<file path="config.mk">
export PLATFORM = sky130hd
export DESIGN_NAME = sha1_message_hasher
export DESIGN_NICKNAME = d
export VERILOG_FILES = /design/src/hw/rtl/sha1m_pkg.sv /design/src/hw/rtl/sha1m_cell.sv /design/src/hw/rtl/sha1m_round.sv /design/src/hw/rtl/sha1_message_hasher.sv
export SDC_FILE = /design/constraint.sdc
export NUM_CORES = 2
export LEC_CHECK = 0
export ABC_AREA = 1
export BUFFER_PORTS_ARGS = -buffer_cell sky130_fd_sc_hd__buf_2
export CAP_MARGIN = 20
export CELL_PAD_IN_SITES_DETAIL_PLACEMENT = 1
export CELL_PAD_IN_SITES_GLOBAL_PLACEMENT = 2
export CORE_UTILIZATION = 42
export CTS_BUF_LIST = sky130_fd_sc_hd__clkbuf_8
export DETAILED_ROUTE_END_ITERATION = 10
export GPL_TIMING_DRIVEN = 0
export PLACE_DENSITY_LB_ADDON = 0.12
export SKIP_CTS_REPAIR_TIMING = 1
export SYNTH_ARGS = -nofsm -noshare
export SYNTH_HDL_FRONTEND = slang
export SYNTH_SLANG_ARGS = --single-unit
</file>
<file path="constraint.sdc">
create_clock -name clk_i -period 38.4 [get_ports clk_i]
set_clock_uncertainty 0.05 [all_clocks]
set_input_delay 1.92 -clock clk_i [delete_from_list [all_inputs] [get_ports clk_i]]
set_output_delay 1.92 -clock clk_i [all_outputs]
set_load 0.05 [all_outputs]
</file>
<file path="src/hw/rtl/sha1m_pkg.sv">
// Shared types and constants of the SHA-1 message hasher.
// No dependencies.
package sha1m_pkg;

  typedef logic [31:0] word_t;
  typedef word_t [4:0] hash_t;

  typedef struct packed {
    logic shift_byte;
    logic shift_word;
  } cell_ctl_t;

  localparam int unsigned NumCells = 16;

  localparam hash_t Sha1Iv = '{
    32'hC3D2E1F0, 32'h10325476, 32'h98BADCFE, 32'hEFCDAB89, 32'h67452301
  };

  localparam word_t K0 = 32'h5A827999;
  localparam word_t K1 = 32'h6ED9EBA1;
  localparam word_t K2 = 32'h8F1BBCDC;
  localparam word_t K3 = 32'hCA62C1D6;

  localparam logic [6:0] RoundLast = 7'd79;
  localparam logic [7:0] PadMark   = 8'h80;
  localparam logic [5:0] PadStop   = 6'd56;
  localparam logic [2:0] LastIdx   = 3'd4;
  localparam logic [2:0] LenLast   = 3'd7;

  function automatic word_t rotl(input word_t x, input int unsigned n);
    rotl = (x << n) | (x >> (32 - n));
  endfunction

endpackage

</file>
<file path="src/hw/rtl/sha1m_cell.sv">
// One 32-bit cell of the block buffer and message schedule line.
// Depends on sha1m_pkg.
module sha1m_cell (
  input  logic                 clk_i,
  input  sha1m_pkg::cell_ctl_t ctl_i,
  input  sha1m_pkg::word_t     nxt_i,
  output sha1m_pkg::word_t     word_o
);
  import sha1m_pkg::*;

  word_t word_q, word_d;

  always_comb begin
    word_d = word_q;
    if (ctl_i.shift_word) begin
      word_d = nxt_i;
    end else if (ctl_i.shift_byte) begin
      word_d = {word_q[23:0], nxt_i[31:24]};
    end
  end

  always_ff @(posedge clk_i) begin
    word_q <= word_d;
  end

  assign word_o = word_q;

endmodule

</file>
<file path="src/hw/rtl/sha1m_round.sv">
// One SHA-1 compression round on the five working words.
// Depends on sha1m_pkg.
module sha1m_round (
  input  sha1m_pkg::hash_t  work_i,
  input  sha1m_pkg::word_t  w_i,
  input  logic [6:0]        round_i,
  output sha1m_pkg::hash_t  work_o
);
  import sha1m_pkg::*;

  word_t f, k, t;

  always_comb begin
    if (round_i < 7'd20) begin
      f = (work_i[1] & work_i[2]) | (~work_i[1] & work_i[3]);
      k = K0;
    end else if (round_i < 7'd40) begin
      f = work_i[1] ^ work_i[2] ^ work_i[3];
      k = K1;
    end else if (round_i < 7'd60) begin
      f = (work_i[1] & work_i[2]) | (work_i[1] & work_i[3]) | (work_i[2] & work_i[3]);
      k = K2;
    end else begin
      f = work_i[1] ^ work_i[2] ^ work_i[3];
      k = K3;
    end
    t = rotl(work_i[0], 5) + f + work_i[4] + k + w_i;
    work_o[0] = t;
    work_o[1] = work_i[0];
    work_o[2] = rotl(work_i[1], 30);
    work_o[3] = work_i[2];
    work_o[4] = work_i[3];
  end

endmodule

</file>
<file path="src/hw/rtl/sha1_message_hasher.sv">
// SHA-1 hasher: data bytes are taken while loading; the byte that fills a block is followed
// by the compression rounds, one round per cycle, and one chaining add, and no new byte is
// taken until they are done.
// End of message: padding bytes, one or two compressions, then five digest words, one per
// cycle while m_axis_tready is high. Async reset loads the initial vector at once.
module sha1_message_hasher (
  input  logic        clk_i,
  input  logic        rst_ni,
  input  logic        s_axis_tvalid,
  output logic        s_axis_tready,
  input  logic [7:0]  s_axis_tdata,   // [7:0] data_byte
  input  logic        s_axis_tlast,   // end_of_message
  output logic        m_axis_tvalid,
  input  logic        m_axis_tready,
  output logic [39:0] m_axis_tdata,   // [31:0] digest_word, [34:32] word_index
  output logic        m_axis_tlast    // last_word
);
  import sha1m_pkg::*;

  typedef enum logic [2:0] {S_LOAD, S_PAD, S_COMP, S_FIN, S_OUT} state_e;

  state_e     state_q, state_d;
  hash_t      chain_q, chain_d;
  hash_t      work_q, work_d;
  hash_t      round_out;
  logic [63:0] bits_q, bits_d;
  logic [5:0] fill_q, fill_d;
  logic [6:0] round_q, round_d;
  logic [2:0] idx_q, idx_d;
  logic [2:0] lcnt_q, lcnt_d;
  logic       first_q, first_d;
  logic       lenph_q, lenph_d;
  logic       pad_q, pad_d;
  logic       done_q, done_d;

  logic       push_en;
  logic [7:0] push_byte;
  cell_ctl_t  ctl;
  word_t      words [NumCells];
  word_t      nxt   [NumCells];
  word_t      sched_new;
  word_t      out_word;

  assign sched_new = rotl(words[13] ^ words[8] ^ words[2] ^ words[0], 1);

  for (genvar g = 0; g < NumCells; g++) begin : g_cell
    if (g == NumCells - 1) begin : g_tail
      assign nxt[g] = ctl.shift_word ? sched_new : {push_byte, 24'h000000};
    end else begin : g_body
      assign nxt[g] = words[g + 1];
    end
    sha1m_cell u_cell (
      .clk_i  (clk_i),
      .ctl_i  (ctl),
      .nxt_i  (nxt[g]),
      .word_o (words[g])
    );
  end

  sha1m_round u_round (
    .work_i  (work_q),
    .w_i     (words[0]),
    .round_i (round_q),
    .work_o  (round_out)
  );

  always_comb begin
    state_d   = state_q;
    chain_d   = chain_q;
    work_d    = work_q;
    bits_d    = bits_q;
    fill_d    = fill_q;
    round_d   = round_q;
    idx_d     = idx_q;
    lcnt_d    = lcnt_q;
    first_d   = first_q;
    lenph_d   = lenph_q;
    pad_d     = pad_q;
    done_d    = done_q;
    push_en   = 1'b0;
    push_byte = 8'h00;
    ctl       = '0;

    case (state_q)
      S_LOAD: begin
        if (s_axis_tvalid) begin
          if (s_axis_tlast) begin
            state_d = S_PAD;
            first_d = 1'b1;
            lenph_d = 1'b0;
            lcnt_d  = 3'd0;
            pad_d   = 1'b1;
            done_d  = 1'b0;
          end else begin
            push_en   = 1'b1;
            push_byte = s_axis_tdata;
            bits_d    = bits_q + 64'd8;
          end
        end
      end
      S_PAD: begin
        push_en = 1'b1;
        if (first_q) begin
          push_byte = PadMark;
          first_d   = 1'b0;
        end else if (lenph_q || fill_q == PadStop) begin
          push_byte = bits_q[63:56];
          bits_d    = {bits_q[55:0], 8'h00};
          lenph_d   = 1'b1;
          lcnt_d    = lcnt_q + 3'd1;
          if (lcnt_q == LenLast) begin
            done_d = 1'b1;
          end
        end
      end
      S_COMP: begin
        ctl.shift_word = 1'b1;
        work_d  = round_out;
        round_d = round_q + 7'd1;
        if (round_q == RoundLast) begin
          state_d = S_FIN;
        end
      end
      S_FIN: begin
        for (int i = 0; i < 5; i++) begin
          chain_d[i] = chain_q[i] + work_q[i];
        end
        if (done_q) begin
          state_d = S_OUT;
        end else if (pad_q) begin
          state_d = S_PAD;
        end else begin
          state_d = S_LOAD;
        end
      end
      S_OUT: begin
        if (m_axis_tready) begin
          idx_d = idx_q + 3'd1;
          if (idx_q == LastIdx) begin
            idx_d   = 3'd0;
            chain_d = Sha1Iv;
            bits_d  = '0;
            pad_d   = 1'b0;
            done_d  = 1'b0;
            state_d = S_LOAD;
          end
        end
      end
      default: begin
        state_d = S_LOAD;
      end
    endcase

    if (push_en) begin
      ctl.shift_byte = 1'b1;
      fill_d = fill_q + 6'd1;
      if (&fill_q) begin
        state_d = S_COMP;
        work_d  = chain_q;
        round_d = 7'd0;
      end
    end
  end

  always_ff @(posedge clk_i or negedge rst_ni) begin
    if (!rst_ni) begin
      state_q <= S_LOAD;
      chain_q <= Sha1Iv;
      bits_q  <= '0;
      fill_q  <= '0;
      round_q <= '0;
      idx_q   <= '0;
      lcnt_q  <= '0;
      first_q <= 1'b0;
      lenph_q <= 1'b0;
      pad_q   <= 1'b0;
      done_q  <= 1'b0;
    end else begin
      state_q <= state_d;
      chain_q <= chain_d;
      bits_q  <= bits_d;
      fill_q  <= fill_d;
      round_q <= round_d;
      idx_q   <= idx_d;
      lcnt_q  <= lcnt_d;
      first_q <= first_d;
      lenph_q <= lenph_d;
      pad_q   <= pad_d;
      done_q  <= done_d;
    end
  end

  always_ff @(posedge clk_i) begin
    work_q <= work_d;
  end

  always_comb begin
    case (idx_q)
      3'd0:    out_word = chain_q[0];
      3'd1:    out_word = chain_q[1];
      3'd2:    out_word = chain_q[2];
      3'd3:    out_word = chain_q[3];
      default: out_word = chain_q[4];
    endcase
  end

  assign s_axis_tready = (state_q == S_LOAD);
  assign m_axis_tvalid = (state_q == S_OUT);
  assign m_axis_tdata  = {5'b00000, idx_q, out_word};
  assign m_axis_tlast  = (idx_q == LastIdx);

endmodule

</file>
Yosys cells after proc, flatten, opt, wreduce, memory -nomap -nowiden
Cells that the tools add are included.
W data, S select, Z words.
{ "totals": {"regBits": 922, "in_bits": 13, "output_inout_bits": 43} }
{ "classes": {"n_addsub": 14, "n_lt_le_gt_ge": 3, "n_eq_ne": 19, "n_mux": 97, "bitwise": 16, "n_reduce_logical": 16} }
{ "op_table": {"columns": ["operator", "count"], "rows": [
  ["$mux W32", 38],
  ["$mux W160", 5],
  ["$mux W64", 6],
  ["$pmux W160 S2", 1],
  ["$add A32 B32 Y32", 9],
  ["$pmux W64 S3", 1],
  ["$xor A32 B32 Y32", 5],
  ["$and A32 B32 Y32", 4],
  ["$pmux W32 S4", 1],
  ["$or A32 B32 Y32", 3],
  ["$add A64 B4 Y64 const B", 1],
  ["$mux W3", 13],
  ["$mux W8", 4],
  ["$not A32 Y32", 1],
  ["$or A32 B1 Y32", 1],
  ["$or A32 B30 Y32", 1],
  ["$or A32 B5 Y32", 1],
  ["$mux W31", 1],
  ["$mux W7", 3],
  ["$mux W1", 16],
  ["$pmux W8 S2", 1],
  ["$pmux W3 S5", 1],
  ["$lt A7 B6 Y1 const B", 2],
  ["$eq A3 B2 Y1 const B", 4],
  ["other kinds (23)", 42]
]} }

Depth between registers and ports, before layout
{ "logic_depth": {"word_depth": 13, "ltp_mapped": 24, "ltp_nobuf": 23} }

Hierarchy
Synthesis repeated with hierarchy kept, for this count alone.
{ "unflattened": {"hier_cells": 8321, "area_unflattened_um2": 61845.6} }
{ "by_module_without_submodules": {"columns": ["module", "instances", "cells_per_inst", "area_each_um2", "seq_area_each_um2"], "rows": [
  ["sha1_message_hasher", 1, 5051, 31499.0, 9484.1],
  ["sha1m_cell", 16, 137, 1431.4, 960.9],
  ["sha1m_round", 1, 1078, 7444.6, 0.0]
]} }

Worst setup path after synthesis
No wires, ideal clock.
{ "synth_path": {"kind": "input port to flip-flop", "from": "in s_axis_tlast", "to": "reg g_cell[0].u_cell.word_q[0] (enable)", "setup_ns": 4.929, "t_arrival_ns": 13.431, "t_required_ns": 33.421, "setup_slack_ns": 19.990, "stages": 3, "n_path_buf": 0, "cell_sequence": "nor2_4 nand2_2 nand3_1"} }
{ "synth_between": {"elab_chain_len": 5} }
{ "synth_rtl": {"columns": ["item", "line_no", "rtl"], "rows": [
  ["start: declaration", "sha1_message_hasher.sv:12", "input logic s_axis_tlast,"],
  ["$mux W1", "sha1_message_hasher.sv:87", "if (s_axis_tlast) begin"],
  ["$mux W1", "sha1_message_hasher.sv:86", "if (s_axis_tvalid) begin"],
  ["$pmux W1 S2", "sha1_message_hasher.sv:84", "case (state_q)"],
  ["$mux W1", "sha1_message_hasher.sv:154", "if (push_en) begin"],
  ["$reduce_bool A2 Y1 (no source line)", null, null],
  ["end signal: assignment", "sha1m_cell.sv:23", "word_q <= word_d;"],
  ["end: declaration", "sha1m_cell.sv:11", "word_t word_q, word_d;"]
]} }
No other way between the ends.
A chain may end at the register's enable or synchronous reset.

Worst setup path after layout
{ "layout_path": {"from": "reg idx_q[2]", "to": "out m_axis_tdata[24]"} }
{ "layout_between": {"elab_chain_len": 2, "word_cells_on_any_way": 5, "classes_between": "eq/ne (3); mux (1); reduce/logical (1)"} }
{ "layout_rtl": {"columns": ["item", "line_no", "rtl"], "rows": [
  ["start: declaration", "sha1_message_hasher.sv:29", "logic [2:0] idx_q, idx_d;"],
  ["start signal: assignment", "sha1_message_hasher.sv:184", "idx_q <= idx_d;"],
  ["$eq A3 B2 Y1 (tied with other cells)", "sha1_message_hasher.sv:198", "case (idx_q)"],
  ["$pmux W32 S4 *", "sha1_message_hasher.sv:198", null],
  ["end: declaration", "sha1_message_hasher.sv:15", "output logic [39:0] m_axis_tdata,"]
]} }
Mark *: on every way between the ends. The rest lies on a longest branch, timed or not.

==> out/qor.yml <==
outcome: "finished, final reports clean"
ys_ff_latch: 919
detailed_place_hpwl_microns: 224000
critical_path.max_stage_delay_ns: 0.91
cts_tree: "done"
timing.critical_path.cells: "inv_1, clkbuf_1, ha_1, inv_1, clkbuf_1, clkbuf_1, o21ai_0, a221oi_1, nand2_1, buf_2"
overflow: 0
synthToLayoutAreaGrowth_pct: 11.1
clkSlewWorstSetupHoldPaths_ns: 0.06
edff_count_synth: 512
detailroute.via_count: 54335
crit_path_start_kind: "flip-flop"
chipWidth_microns: 371
cp-end-kind: "output port"
detail-route-antenna-nets: 0
most_common_library_cells_after_synthesis: "1,887 x nand2_1, 1,013 x inv_1, 798 x o21ai_0, 565 x nor2_1, 512 x edfxtp_1"
path_class: "flip-flop to output port"
synthCells: 7241
setup_viol: 0
largest_net_degree_at_the_start_of_global_routing: 97
vertical_die_dimension_microns: 371
timing_hold_violations_final: 0
crit_required_ns: 36.43
synth_top_cells_by_area: "edfxtp_1 27%, nand2_1 12%, dfrtp_1 7.3%"
cts.htree.levels: 4
yosysUniqueCellTypes: 60
synth_top_area_share_pct: 26.9
netlist_area_sq_um: 57300
ctsLongestPathBuffers: 3
first_pass_iters: 6
grtUsageTotal_pct: 39.9
finalSetupTns_ns: 0
num-nets-final: 7827
critPathBufInv: 6
critPathArrivalTime_ns: 4.79
seq_area_frac_synth_pct: 43.4
synth.largest_area_cell: "edfxtp_1"
period_share_pct: 17.6
post-route-drc-count: 0
yosys_warnings: 0
wl_microns: 278000
rows: 135
antenna_found_initial: 12
io-pin-count: 56
drive_gt1_share_pct: 6.66
grt_first_pass_wirelength_microns: 389000
fin_crit_ns: 6.76
yosysMostFrequentCell: "nand2_1"
via_count_of_the_first_global_routing_pass: 55047
dominantRegCellSynth: "edfxtp_1"
seqCellArea_sq_um: 24900
critical_path.top_delay_family: "buffers and inverters"
syn_area_per_cell_sq_um: 7.91
final_max_slew_viol_count: 0
dieArea_sq_um: 138000
final.fill_count: 16794
worstHoldPathType: "flip-flop to flip-flop"
cts-root-buf: "clkbuf_8"
drt-wirelength-per-cell_microns: 29.5
start_util_pct: 42.3
dr.first_iter.drc_count: 5116
gpl.final_weighted_congestion: 1.06
max_freq_mhz: 148
drv.max_cap_violation_count: 0
timing_worst_slew_pin_value_ns: 1.29
max_slew_margin_pct: 13.5
cell_seen_most_often_among_critical_path_stages: "clkbuf_1"
multi_input_area_sq_um: 27400
place.port_buffers: 50
rsz_0062_raised_after_global_routing: "no"
worstPathMaxFanout: 10
detailed_place.area_sq_um: 60200
tritoncts.num_buffers: 169
worst_skew_pair.late_latency_ns: 0.94
crit_path_top_delay_cell: "o21ai_0"
ys_async_sr_fraction_pct: 26.9
post_drt_via_cell_ratio: 5.77
design_area_sq_um: 63600
cts_num_sinks: 919
core_area_sq_um: 135000
-- cells in the final DEF (no fill, tap or decap), types with 13 or more instances in the layout --
master,n
o22ai_1,84
fa_1,117
nand4_1,42
clkinv_1,15
or2_2,14
buf_2,108
nand3_1,276
dfxtp_1,160
buf_1,13
xor2_1,81
ha_1,211
clkbuf_8,191
a22oi_1,52
nand3b_1,20
o21bai_1,37
clkbuf_1,171
a21o_1,26
nand2_1,1887
o21ai_1,59
a211oi_1,21
dfstp_2,80
xnor2_1,122
buf_6,15
nor3_1,67
nor2_1,565
a221oi_1,50
a21boi_0,20
inv_1,1089
a31oi_1,71
o21ai_0,797
edfxtp_1,512
a21oi_1,327
dfrtp_1,167
-- logic make-up after synthesis --
logic type | after synthesis | share of synthesized area (%)
buffers and inverters | 1294 | 8.85
adders and majority gates | 328 | 8.70
DFF | 919 | 43.4
xor gates and xnor gates | 203 | 3.11
and+or+nand+nor | 2914 | 20.5
other | 1 | 0.00655
AOI/OAI and AO/OA | 1582 | 15.4
-- final cells by class --
| class | count | area share (%) |
|---|---|---|
| multi-input combinational | 5032 | 43.0 |
| sequential | 919 | 39.1 |
| inverter | 1023 | 6.04 |
| clock buffer | 191 | 4.13 |
| tap | 1781 | 3.50 |
| buffer | 271 | 1.94 |
| clock inverter | 120 | 1.17 |
| timing repair buffer | 70 | 1.08 |
| antenna | 8 | 0.0315 |
-- state kept, by name (all words and copies together) (netlist names) --
| name | cells |
|---|---|
| g_cell.u_cell.word_o | 512 |
| chain_q | 160 |
| work_q | 160 |
| bits_q | 61 |
| round_q | 7 |
| fill_q | 6 |
| idx_q | 3 |
| lcnt_q | 3 |
| state_q | 3 |
| done_q | 1 |
| first_q | 1 |
| lenph_q | 1 |
| pad_q | 1 |
-- worst min-delay path, cell delays in order (launching register included) --
cell     delay (ns)
dfrtp_1        0.35
nand2_1        0.06
nand2_1        0.05
-- per-layer routing --
layer  global-route usage, %  routed length (microns)  vias to the layer above
met5                       0                       62                        -
met4                    28.1                    21800                        8
met3                    6.60                    17000                      656
met2                    64.9                   129000                     2053
met1                    48.1                   110000                    27207
li1                        -                        -                    24411
-- stage by stage --
stage	std cells	hold WS [ns]	worst slack [ns]	utilization, %
2_1_floorplan	7245	0.393	19.99	-
3_3_place_gp	9076	0.410	11.86	44.2
3_5_place_dp	9093	0.418	32.56	44.5
4_1_cts	9404	0.433	31.59	47.0
5_1_grt	9410	0.464	31.42	47.0
6_report	9415	0.429	31.64	47.0
-- path summary, 6_finish.rpt --
path / from / to / slack [ns] / cells past startpoint
min in group asynchronous: rst_ni / bits_q[10] / 0.87 / 1
worst max-delay path: idx_q[2] / m_axis_tdata[24] / 31.64 / 10
worst max register to register: round_q[4] / work_q[23] / 32.23 / 19
worst min register to register: lenph_q / lenph_q / 0.43 / 2
worst min-delay path: lenph_q / lenph_q / 0.43 / 2
max in group asynchronous: rst_ni / chain_q[155] / 35.85 / 3
Power is left out: the tool's default activity adds up to more than one toggle a clock period on the data nets, which glitch-free logic cannot reach.
